## config.mk

```make
export PLATFORM = sky130hd
export DESIGN_NAME = sobel_rgb_window_magnitude_core
export DESIGN_NICKNAME = d
export VERILOG_FILES = /design/src/rtl/core/srwm_pkg.sv /design/src/rtl/core/srwm_lane.sv /design/src/rtl/core/srwm_merge.sv /design/src/rtl/core/sobel_rgb_window_magnitude_core.sv
export SDC_FILE = /design/constraint.sdc
export NUM_CORES = 2
export LEC_CHECK = 0
export ABC_CLOCK_PERIOD_IN_PS = 13000
export BUFFER_PORTS_ARGS = -buffer_cell sky130_fd_sc_hd__clkbuf_2
export CORE_MARGIN = 4
export CORE_UTILIZATION = 27
export DETAILED_ROUTE_END_ITERATION = 8
export GPL_TIMING_DRIVEN = 0
export PLACE_DENSITY = 0.49
export SYNTH_ARGS = -nofsm -noshare
export SYNTH_HDL_FRONTEND = slang
export SYNTH_SLANG_ARGS = --single-unit
```

## constraint.sdc

```tcl
create_clock -name clk -period 13 [get_ports clk]
set_input_delay 0.65 -clock clk [delete_from_list [all_inputs] [get_ports clk]]
set_output_delay 0.65 -clock clk [all_outputs]
set_load 0.005 [all_outputs]
```

## src/rtl/core/srwm_pkg.sv

```systemverilog
// ----------------------------------------------------------------------------
// srwm_pkg
// Shared types, widths and the square-root step for the RGB Sobel magnitude
// core.
// ----------------------------------------------------------------------------
package srwm_pkg;

  // Window geometry and item widths
  localparam int unsigned LANES    = 3;              // red, green, blue
  localparam int unsigned WIN_PIX  = 9;              // 3x3 window
  localparam int unsigned CHAN_W   = 8;
  localparam int unsigned PIX_W    = LANES * CHAN_W; // 24
  localparam int unsigned IN_W     = WIN_PIX * PIX_W;
  localparam int unsigned OUT_W    = LANES * CHAN_W;

  // Arithmetic widths inside a lane
  localparam int unsigned GRAD_W   = CHAN_W + 2;     // |gradient| <= 1020
  localparam int unsigned SQ_W     = 2 * GRAD_W;
  localparam int unsigned SUM_W    = SQ_W + 1;       // gx^2 + gy^2 < 2^21
  localparam int unsigned ROOT_W   = CHAN_W;
  localparam int unsigned RAD_W    = 2 * ROOT_W;
  localparam int unsigned REM_W    = ROOT_W + 2;

  // Largest sum that still rounds to a root of at most 255
  localparam logic [SUM_W-1:0] SAT_LIMIT = SUM_W'(255 * 255 + 255);
  localparam logic [CHAN_W-1:0] EDGE_MAX = '1;

  // Pipeline depth of one lane: gradient, square, sum, then the root stages
  localparam int unsigned SQRT_STAGES  = ROOT_W / 2;
  localparam int unsigned LANE_STAGES  = 3 + SQRT_STAGES;

  typedef logic [CHAN_W-1:0] chan_t;
  typedef chan_t [WIN_PIX-1:0] chan_win_t;
  typedef logic [ROOT_W-1:0] root_t;
  typedef logic [REM_W-1:0] rem_t;
  typedef logic [RAD_W-1:0] rad_t;

  // Stage load enables handed to every lane
  typedef struct packed {
    logic [LANE_STAGES-1:0] en;
  } srwm_ctrl_t;

  // What a lane hands to the merge stage
  typedef struct packed {
    root_t root;
    rem_t  rem;
    logic  sat;
  } lane_res_t;

  typedef struct packed {
    rem_t  rem;
    root_t root;
  } sqrt_state_t;

  // One restoring step of the digit-by-digit square root
  function automatic sqrt_state_t sqrt_step(input rem_t rem, input root_t root,
                                            input logic [1:0] pair);
    rem_t        shifted;
    rem_t        trial;
    sqrt_state_t st;
    shifted = {rem[REM_W-3:0], pair};
    trial   = {1'b0, root[ROOT_W-2:0], 2'b01};
    if (shifted >= trial) begin
      st.rem  = shifted - trial;
      st.root = {root[ROOT_W-2:0], 1'b1};
    end else begin
      st.rem  = shifted;
      st.root = {root[ROOT_W-2:0], 1'b0};
    end
    return st;
  endfunction

endpackage

```

## src/rtl/core/srwm_lane.sv

```systemverilog
// ----------------------------------------------------------------------------
// srwm_lane
// One color channel: Sobel gradients, squares, sum with saturation check and
// a pipelined square root, two root bits per stage.
// ----------------------------------------------------------------------------
module srwm_lane (
  input  logic               clk,
  input  srwm_pkg::srwm_ctrl_t ctrl,
  input  srwm_pkg::chan_win_t  pix,
  output srwm_pkg::lane_res_t  res
);
  import srwm_pkg::*;

  logic [GRAD_W-1:0] xr, xl, yb, yt;
  logic [GRAD_W-1:0] ax_nxt, ay_nxt;
  logic [GRAD_W-1:0] ax_r, ay_r;
  logic [SQ_W-1:0]   sqx_r, sqy_r;
  logic [SUM_W-1:0]  sum;
  rad_t              rad_r;
  logic              sat_r;

  rem_t  rem_r  [SQRT_STAGES];
  root_t root_r [SQRT_STAGES];
  rad_t  srad_r [SQRT_STAGES];
  logic  ssat_r [SQRT_STAGES];

  // Column and row sums with weights 1,2,1
  always_comb begin
    xr = GRAD_W'(pix[2]) + {1'b0, pix[5], 1'b0} + GRAD_W'(pix[8]);
    xl = GRAD_W'(pix[0]) + {1'b0, pix[3], 1'b0} + GRAD_W'(pix[6]);
    yb = GRAD_W'(pix[6]) + {1'b0, pix[7], 1'b0} + GRAD_W'(pix[8]);
    yt = GRAD_W'(pix[0]) + {1'b0, pix[1], 1'b0} + GRAD_W'(pix[2]);
    ax_nxt = (xr >= xl) ? xr - xl : xl - xr;
    ay_nxt = (yb >= yt) ? yb - yt : yt - yb;
    sum = SUM_W'(sqx_r) + SUM_W'(sqy_r);
  end

  // Hold absolute gradients, then their squares, then the radicand
  always_ff @(posedge clk) begin
    if (ctrl.en[0]) begin
      ax_r <= ax_nxt;
      ay_r <= ay_nxt;
    end
    if (ctrl.en[1]) begin
      sqx_r <= SQ_W'(ax_r) * SQ_W'(ax_r);
      sqy_r <= SQ_W'(ay_r) * SQ_W'(ay_r);
    end
    if (ctrl.en[2]) begin
      rad_r <= sum[RAD_W-1:0];
      sat_r <= (sum > SAT_LIMIT);
    end
  end

  // Square root: each stage resolves two root bits, high bits first
  for (genvar k = 0; k < SQRT_STAGES; k++) begin : g_sqrt
    rem_t        rem_in;
    root_t       root_in;
    rad_t        rad_in;
    logic        sat_in;
    sqrt_state_t st_a, st_b;

    if (k == 0) begin : g_first
      assign rem_in  = '0;
      assign root_in = '0;
      assign rad_in  = rad_r;
      assign sat_in  = sat_r;
    end else begin : g_next
      assign rem_in  = rem_r[k-1];
      assign root_in = root_r[k-1];
      assign rad_in  = srad_r[k-1];
      assign sat_in  = ssat_r[k-1];
    end

    always_comb begin
      st_a = sqrt_step(rem_in, root_in, rad_in[RAD_W-1-4*k -: 2]);
      st_b = sqrt_step(st_a.rem, st_a.root, rad_in[RAD_W-3-4*k -: 2]);
    end

    always_ff @(posedge clk) begin
      if (ctrl.en[3+k]) begin
        rem_r[k]  <= st_b.rem;
        root_r[k] <= st_b.root;
        srad_r[k] <= rad_in;
        ssat_r[k] <= sat_in;
      end
    end
  end

  assign res.root = root_r[SQRT_STAGES-1];
  assign res.rem  = rem_r[SQRT_STAGES-1];
  assign res.sat  = ssat_r[SQRT_STAGES-1];

endmodule

```

## src/rtl/core/srwm_merge.sv

```systemverilog
// ----------------------------------------------------------------------------
// srwm_merge
// Rounds and saturates the three lane roots and holds the packed result
// in the output register until the receiver takes it.
// ----------------------------------------------------------------------------
module srwm_merge (
  input  logic                          clk,
  input  logic                          rst_n,
  input  logic                          lane_valid,
  input  srwm_pkg::lane_res_t           res [srwm_pkg::LANES],
  output logic                          load,
  output logic                          out_tvalid,
  input  logic                          out_tready,
  output logic [srwm_pkg::OUT_W-1:0]    out_tdata  // red, green, blue
);
  import srwm_pkg::*;

  logic             out_valid_r, out_valid_nxt;
  logic [OUT_W-1:0] data_r, data_nxt;

  // Round to nearest: bump the root when the remainder exceeds it
  always_comb begin
    logic [ROOT_W:0] rnd;
    data_nxt = '0;
    for (int c = 0; c < LANES; c++) begin
      rnd = {1'b0, res[c].root} + (ROOT_W+1)'(res[c].rem > REM_W'(res[c].root));
      if (res[c].sat || rnd[ROOT_W]) begin
        data_nxt[c*CHAN_W +: CHAN_W] = EDGE_MAX;
      end else begin
        data_nxt[c*CHAN_W +: CHAN_W] = rnd[ROOT_W-1:0];
      end
    end
  end

  // Take a new item when the register is empty or being drained
  assign load          = !out_valid_r || out_tready;
  assign out_valid_nxt = load ? lane_valid : out_valid_r;

  always_ff @(posedge clk) begin
    if (!rst_n) begin
      out_valid_r <= 1'b0;
    end else begin
      out_valid_r <= out_valid_nxt;
    end
  end

  always_ff @(posedge clk) begin
    if (load) begin
      data_r <= data_nxt;
    end
  end

  assign out_tvalid = out_valid_r;
  assign out_tdata  = data_r;

endmodule

```

## src/rtl/core/sobel_rgb_window_magnitude_core.sv

```systemverilog
// ----------------------------------------------------------------------------
// sobel_rgb_window_magnitude_core
// Sobel gradient magnitude of a 3x3 RGB window, one lane per color channel.
// ----------------------------------------------------------------------------
// Usage:
//   The input channel (in_tvalid/in_tready/in_tdata) carries one 3x3 window
//   per item: nine 24-bit pixels, top-left first, row by row; each pixel is
//   red 23:16, green 15:8, blue 7:0.
//   The output channel (out_tvalid/out_tready/out_tdata) carries one item per
//   window: red edge 7:0, green edge 15:8, blue edge 23:16, each the rounded
//   magnitude sqrt(gx^2+gy^2), saturated at 255.
//   An accepted window passes seven stages in each lane (gradient, square,
//   sum, four square-root stages of two bits each) and the output register.
//   Throughput is one window per cycle while out_tready stays high.
//   A stalled receiver holds the output register; stages upstream keep
//   filling until they run out of empty slots, then in_tready drops.
//   Synchronous reset clears every valid flag; no item is in flight after it.
// ----------------------------------------------------------------------------
module sobel_rgb_window_magnitude_core (
  input  logic                        clk,
  input  logic                        rst_n,
  input  logic                        in_tvalid,
  output logic                        in_tready,
  // pixel_top_left, pixel_top_mid, pixel_top_right, pixel_mid_left,
  // pixel_center, pixel_mid_right, pixel_bottom_left, pixel_bottom_mid,
  // pixel_bottom_right (24 bits each)
  input  logic [srwm_pkg::IN_W-1:0]   in_tdata,
  output logic                        out_tvalid,
  input  logic                        out_tready,
  // red_edge, green_edge, blue_edge (8 bits each)
  output logic [srwm_pkg::OUT_W-1:0]  out_tdata
);
  import srwm_pkg::*;

  logic [LANE_STAGES-1:0] valid_r, valid_nxt;
  logic [LANE_STAGES:0]   ready;
  logic                   load;
  srwm_ctrl_t             ctrl;
  lane_res_t              res [LANES];

  // Ready ripples back: a stage loads when empty or when its item moves on
  always_comb begin
    ready[LANE_STAGES] = load;
    for (int i = LANE_STAGES - 1; i >= 0; i--) begin
      ready[i] = !valid_r[i] || ready[i+1];
    end
    for (int i = 0; i < LANE_STAGES; i++) begin
      if (i == 0) begin
        valid_nxt[i] = ready[i] ? in_tvalid : valid_r[i];
      end else begin
        valid_nxt[i] = ready[i] ? valid_r[i-1] : valid_r[i];
      end
    end
    ctrl.en = ready[LANE_STAGES-1:0];
  end

  always_ff @(posedge clk) begin
    if (!rst_n) begin
      valid_r <= '0;
    end else begin
      valid_r <= valid_nxt;
    end
  end

  assign in_tready = ready[0];

  // One lane per channel, red first
  for (genvar c = 0; c < LANES; c++) begin : g_lane
    chan_win_t pix;
    for (genvar k = 0; k < WIN_PIX; k++) begin : g_pix
      assign pix[k] = in_tdata[k*PIX_W + (LANES-1-c)*CHAN_W +: CHAN_W];
    end
    srwm_lane u_lane (
      .clk  (clk),
      .ctrl (ctrl),
      .pix  (pix),
      .res  (res[c])
    );
  end

  srwm_merge u_merge (
    .clk        (clk),
    .rst_n      (rst_n),
    .lane_valid (valid_r[LANE_STAGES-1]),
    .res        (res),
    .load       (load),
    .out_tvalid (out_tvalid),
    .out_tready (out_tready),
    .out_tdata  (out_tdata)
  );

endmodule

```

==> run metrics <==
status=finished clean; CTS sink cnt=500; drt drc=0; top-level port count=246; Post-Syn Nets=6216; max cap viols=0; Multi-input gate area=approximately 0.033 mm^2; vias per cell=4.454; Clk Latency, worst-skew pair=approximately 0.66 ns; Slew Viols, Final=0; crit-path max cell delay=0.53 ns; flop-to-flop setup slack=approximately 6.8 ns; initial core utilization=a little over a quarter; vias=34400; CTS tree=done; CTS H-tree lvls=3; PortBufs=221; crit share post-route=between 40 and 50%; crit-path cells=clkbuf_1, nand2_1, inv_1, fa_1, fa_1, ha_1, fa_1, fa_1, ha_1, and3_1, a21oi_1, o21ai_0, o41ai_1, o21ai_0, or3b_2, a31o_2, a21oi_1, xor2_1; total clock buffers created by CTS=66; initial antenna violation count=12; Filler cells=19180; global-route wire length before repair=189.0 mm; Top Family by Delay on Critical Path=adder cells; Core Area=0.1858 mm^2; CTS Hold Buffers Added=0; final setup fails=0; post-route setup TNS=0 ns; Worst EP arrival=6.65 ns; total area of sequential cells=0.01493 mm^2; crit path capture type=flop; yosys warns=0; commonest cells in the netlist=720 x ha_1, 697 x inv_1, 492 x edfxtp_1; Area contributors post-synth=edfxtp_1 29%, ha_1 18%, fa_1 15%; synthesized instance count=around 5000; layout cells sized above 1=8.273%; area growth from synthesis to final layout=12.94%; Setup CP Type=flop to flop; asr flop ratio synth=0%; Req. time, crit path=about 13 ns; Resize count post-CTS=0; sequential area share after synthesis=29.53%; Main synth FF type=edfxtp_1; routed length per instance=15.02 um; clk_skew=between 0.03 and 0.04 ns; FP Rows=158; Final #Nets=6511; CTS Root Buffer Type=clkbuf_16; HP Class=input port to flop; buffers and inverters on the worst path=2; critical path's most frequent cell=fa_1; Routed WL=116.0 mm; EDFF count, synth=492; Critical-path top delay cell=clkbuf_1; post-synth top area share=29.21%; die area=between 0.15 and 0.2 mm^2; ANT nets after route=0; clk slew on worst S/H paths=0.06 ns; CTS max path bufs=3; Peak Freq=160.1 MHz; Worst Tran Pin Value=about 0.97 ns; largest fanout on the critical path=10; initial DRC count=1466; cell area after synthesis=around 0.051 mm^2; post-detail-place hpwl=97.79 mm; Pre-antenna DRT Iters=5; Total GRT Usage=12.12%; Synth cell types=84; unrepaired setup endpoints after global routing=false; largest area contributor in the netlist=edfxtp_1; most frequent cell after synthesis=ha_1; GP Congestion=0.8404; die width=approximately 440 um; Final Hold Viols=0; Yosys reg bits=500; largest net degree at the start of global routing=68; total global routing overflow=0; Die Height=440.8 um; number of global-route vias before repair=35630; crit path time final=6.246 ns; Critical Path Start Type=flop; Syn Area/Cell=10.35 um^2; Post-CTS Repair Setup Buffers=0; Slew HR=a little over a third
==> worst reg2reg max path: cells and delay by family, from the launching register on <==
| kind | cells | cell delay [ns] |
|---|---|---|
| xor+xnor | 1 | 0.09 |
| compound gates | 6 | 1.40 |
| flops | 1 | 0.45 |
| fa+ha+maj | 6 | 2.51 |
| simple gates | 3 | 0.90 |
| buf+inv | 2 | 0.64 |
==> through the flow <==
| step | instance area (um^2) | util (%) | hold WS, ns | instances | worst slack, ns |
|---|---|---|---|---|---|
| 5_1_grt | 57110 | 30.73 | 0.3264 | 7718 | 6.349 |
| 6_report | 57120 | 30.74 | 0.3416 | 7722 | 6.754 |
| 2_1_floorplan | 50580 | - | 0.4003 | 4887 | 7.476 |
| 4_1_cts | 57100 | 30.73 | 0.2672 | 7714 | 6.730 |
| 3_3_place_gp | 54790 | 29.48 | 0.4003 | 7588 | 6.829 |
| 3_5_place_dp | 54950 | 29.57 | 0.4045 | 7594 | 6.747 |
==> flip-flops by register name, summed over array words and instances (netlist names) <==
| name | count |
|---|---|
| g_lane.u_lane.ssat_r | 12 |
| g_lane.u_lane.rem_r | 99 |
| g_lane.u_lane.sqy_r | 57 |
| g_lane.u_lane.srad_r | 72 |
| u_merge.out_tdata | 24 |
| g_lane.u_lane.g_sqrt.sat_in | 3 |
| valid_r | 7 |
| g_lane.u_lane.root_r | 60 |
| g_lane.u_lane.ay_r | 30 |
| g_lane.u_lane.g_sqrt.rad_in | 48 |
| g_lane.u_lane.sqx_r | 57 |
| u_merge.out_tvalid | 1 |
| g_lane.u_lane.ax_r | 30 |
==> cells by family (layout without fill, tap and decap cells) <==
family | after synthesis | after routing | share of synthesized area (%)
flops | 500 | 500 | 29.53
mux | 90 | 90 | 1.902
compound gates | 880 | 880 | 11.12
fa+ha+maj | 1109 | 1109 | 33.21
xor+xnor | 408 | 408 | 7.065
buf+inv | 779 | 1126 | 5.835
simple gates | 1121 | 1121 | 11.34
other cells | 0 | 8 | 0
==> cells in the final DEF (no fill, tap or decap), drive strengths merged, types with 163 or more instances in the layout <==
cell type / synthesis / routed
xnor2: 297 / 297
nor2: 233 / 233
fa: 389 / 389
a21oi: 294 / 294
inv: 698 / 702
nand2: 241 / 241
and2: 184 / 184
clkbuf: 72 / 377
ha: 720 / 720
edfxtp: 492 / 492
o21ai: 163 / 163
==> metal layers <==
layer | share of wire (%) | wire, um | global-route usage, % | up-vias
met1 | 45 | 51790 | 15.27 | 16330
met3 | 2.6 | 2973 | 1.439 | 157
met4 | 4.4 | 5088 | 4.709 | 0
li1 | - | - | - | 17450
met2 | 48 | 56110 | 21.13 | 460
met5 | 0 | 0 | 0 | -
==> worst paths after layout <==
path,endpoint,startpoint,cells past startpoint
max,g_lane[2].u_lane.sqx_r[19],g_lane[2].u_lane.ax_r[1],18
min,valid_r[0],in_tvalid,3
max reg2reg,g_lane[2].u_lane.sqx_r[19],g_lane[2].u_lane.ax_r[1],18
min reg2reg,g_lane[0].u_lane.srad_r[0][1],g_lane[0].u_lane.g_sqrt[0].rad_in[1],0
==> layout make-up <==
| cell class | instances | share of cell area, % |
|---|---|---|
| Antenna cell | 8 | 0.03505 |
| Buffer | 80 | 0.5651 |
| Multi-Input combinational cell | 3608 | 57.27 |
| Clock inverter | 36 | 0.6462 |
| Timing Repair Buffer | 227 | 2.173 |
| Tap cell | 2480 | 5.432 |
| Inverter | 699 | 4.611 |
| Clock buffer | 84 | 3.121 |
| Sequential cell | 500 | 26.14 |
Power is left out: the tool's default activity adds up to more than one toggle a clock period on the data nets, which glitch-free logic cannot reach.
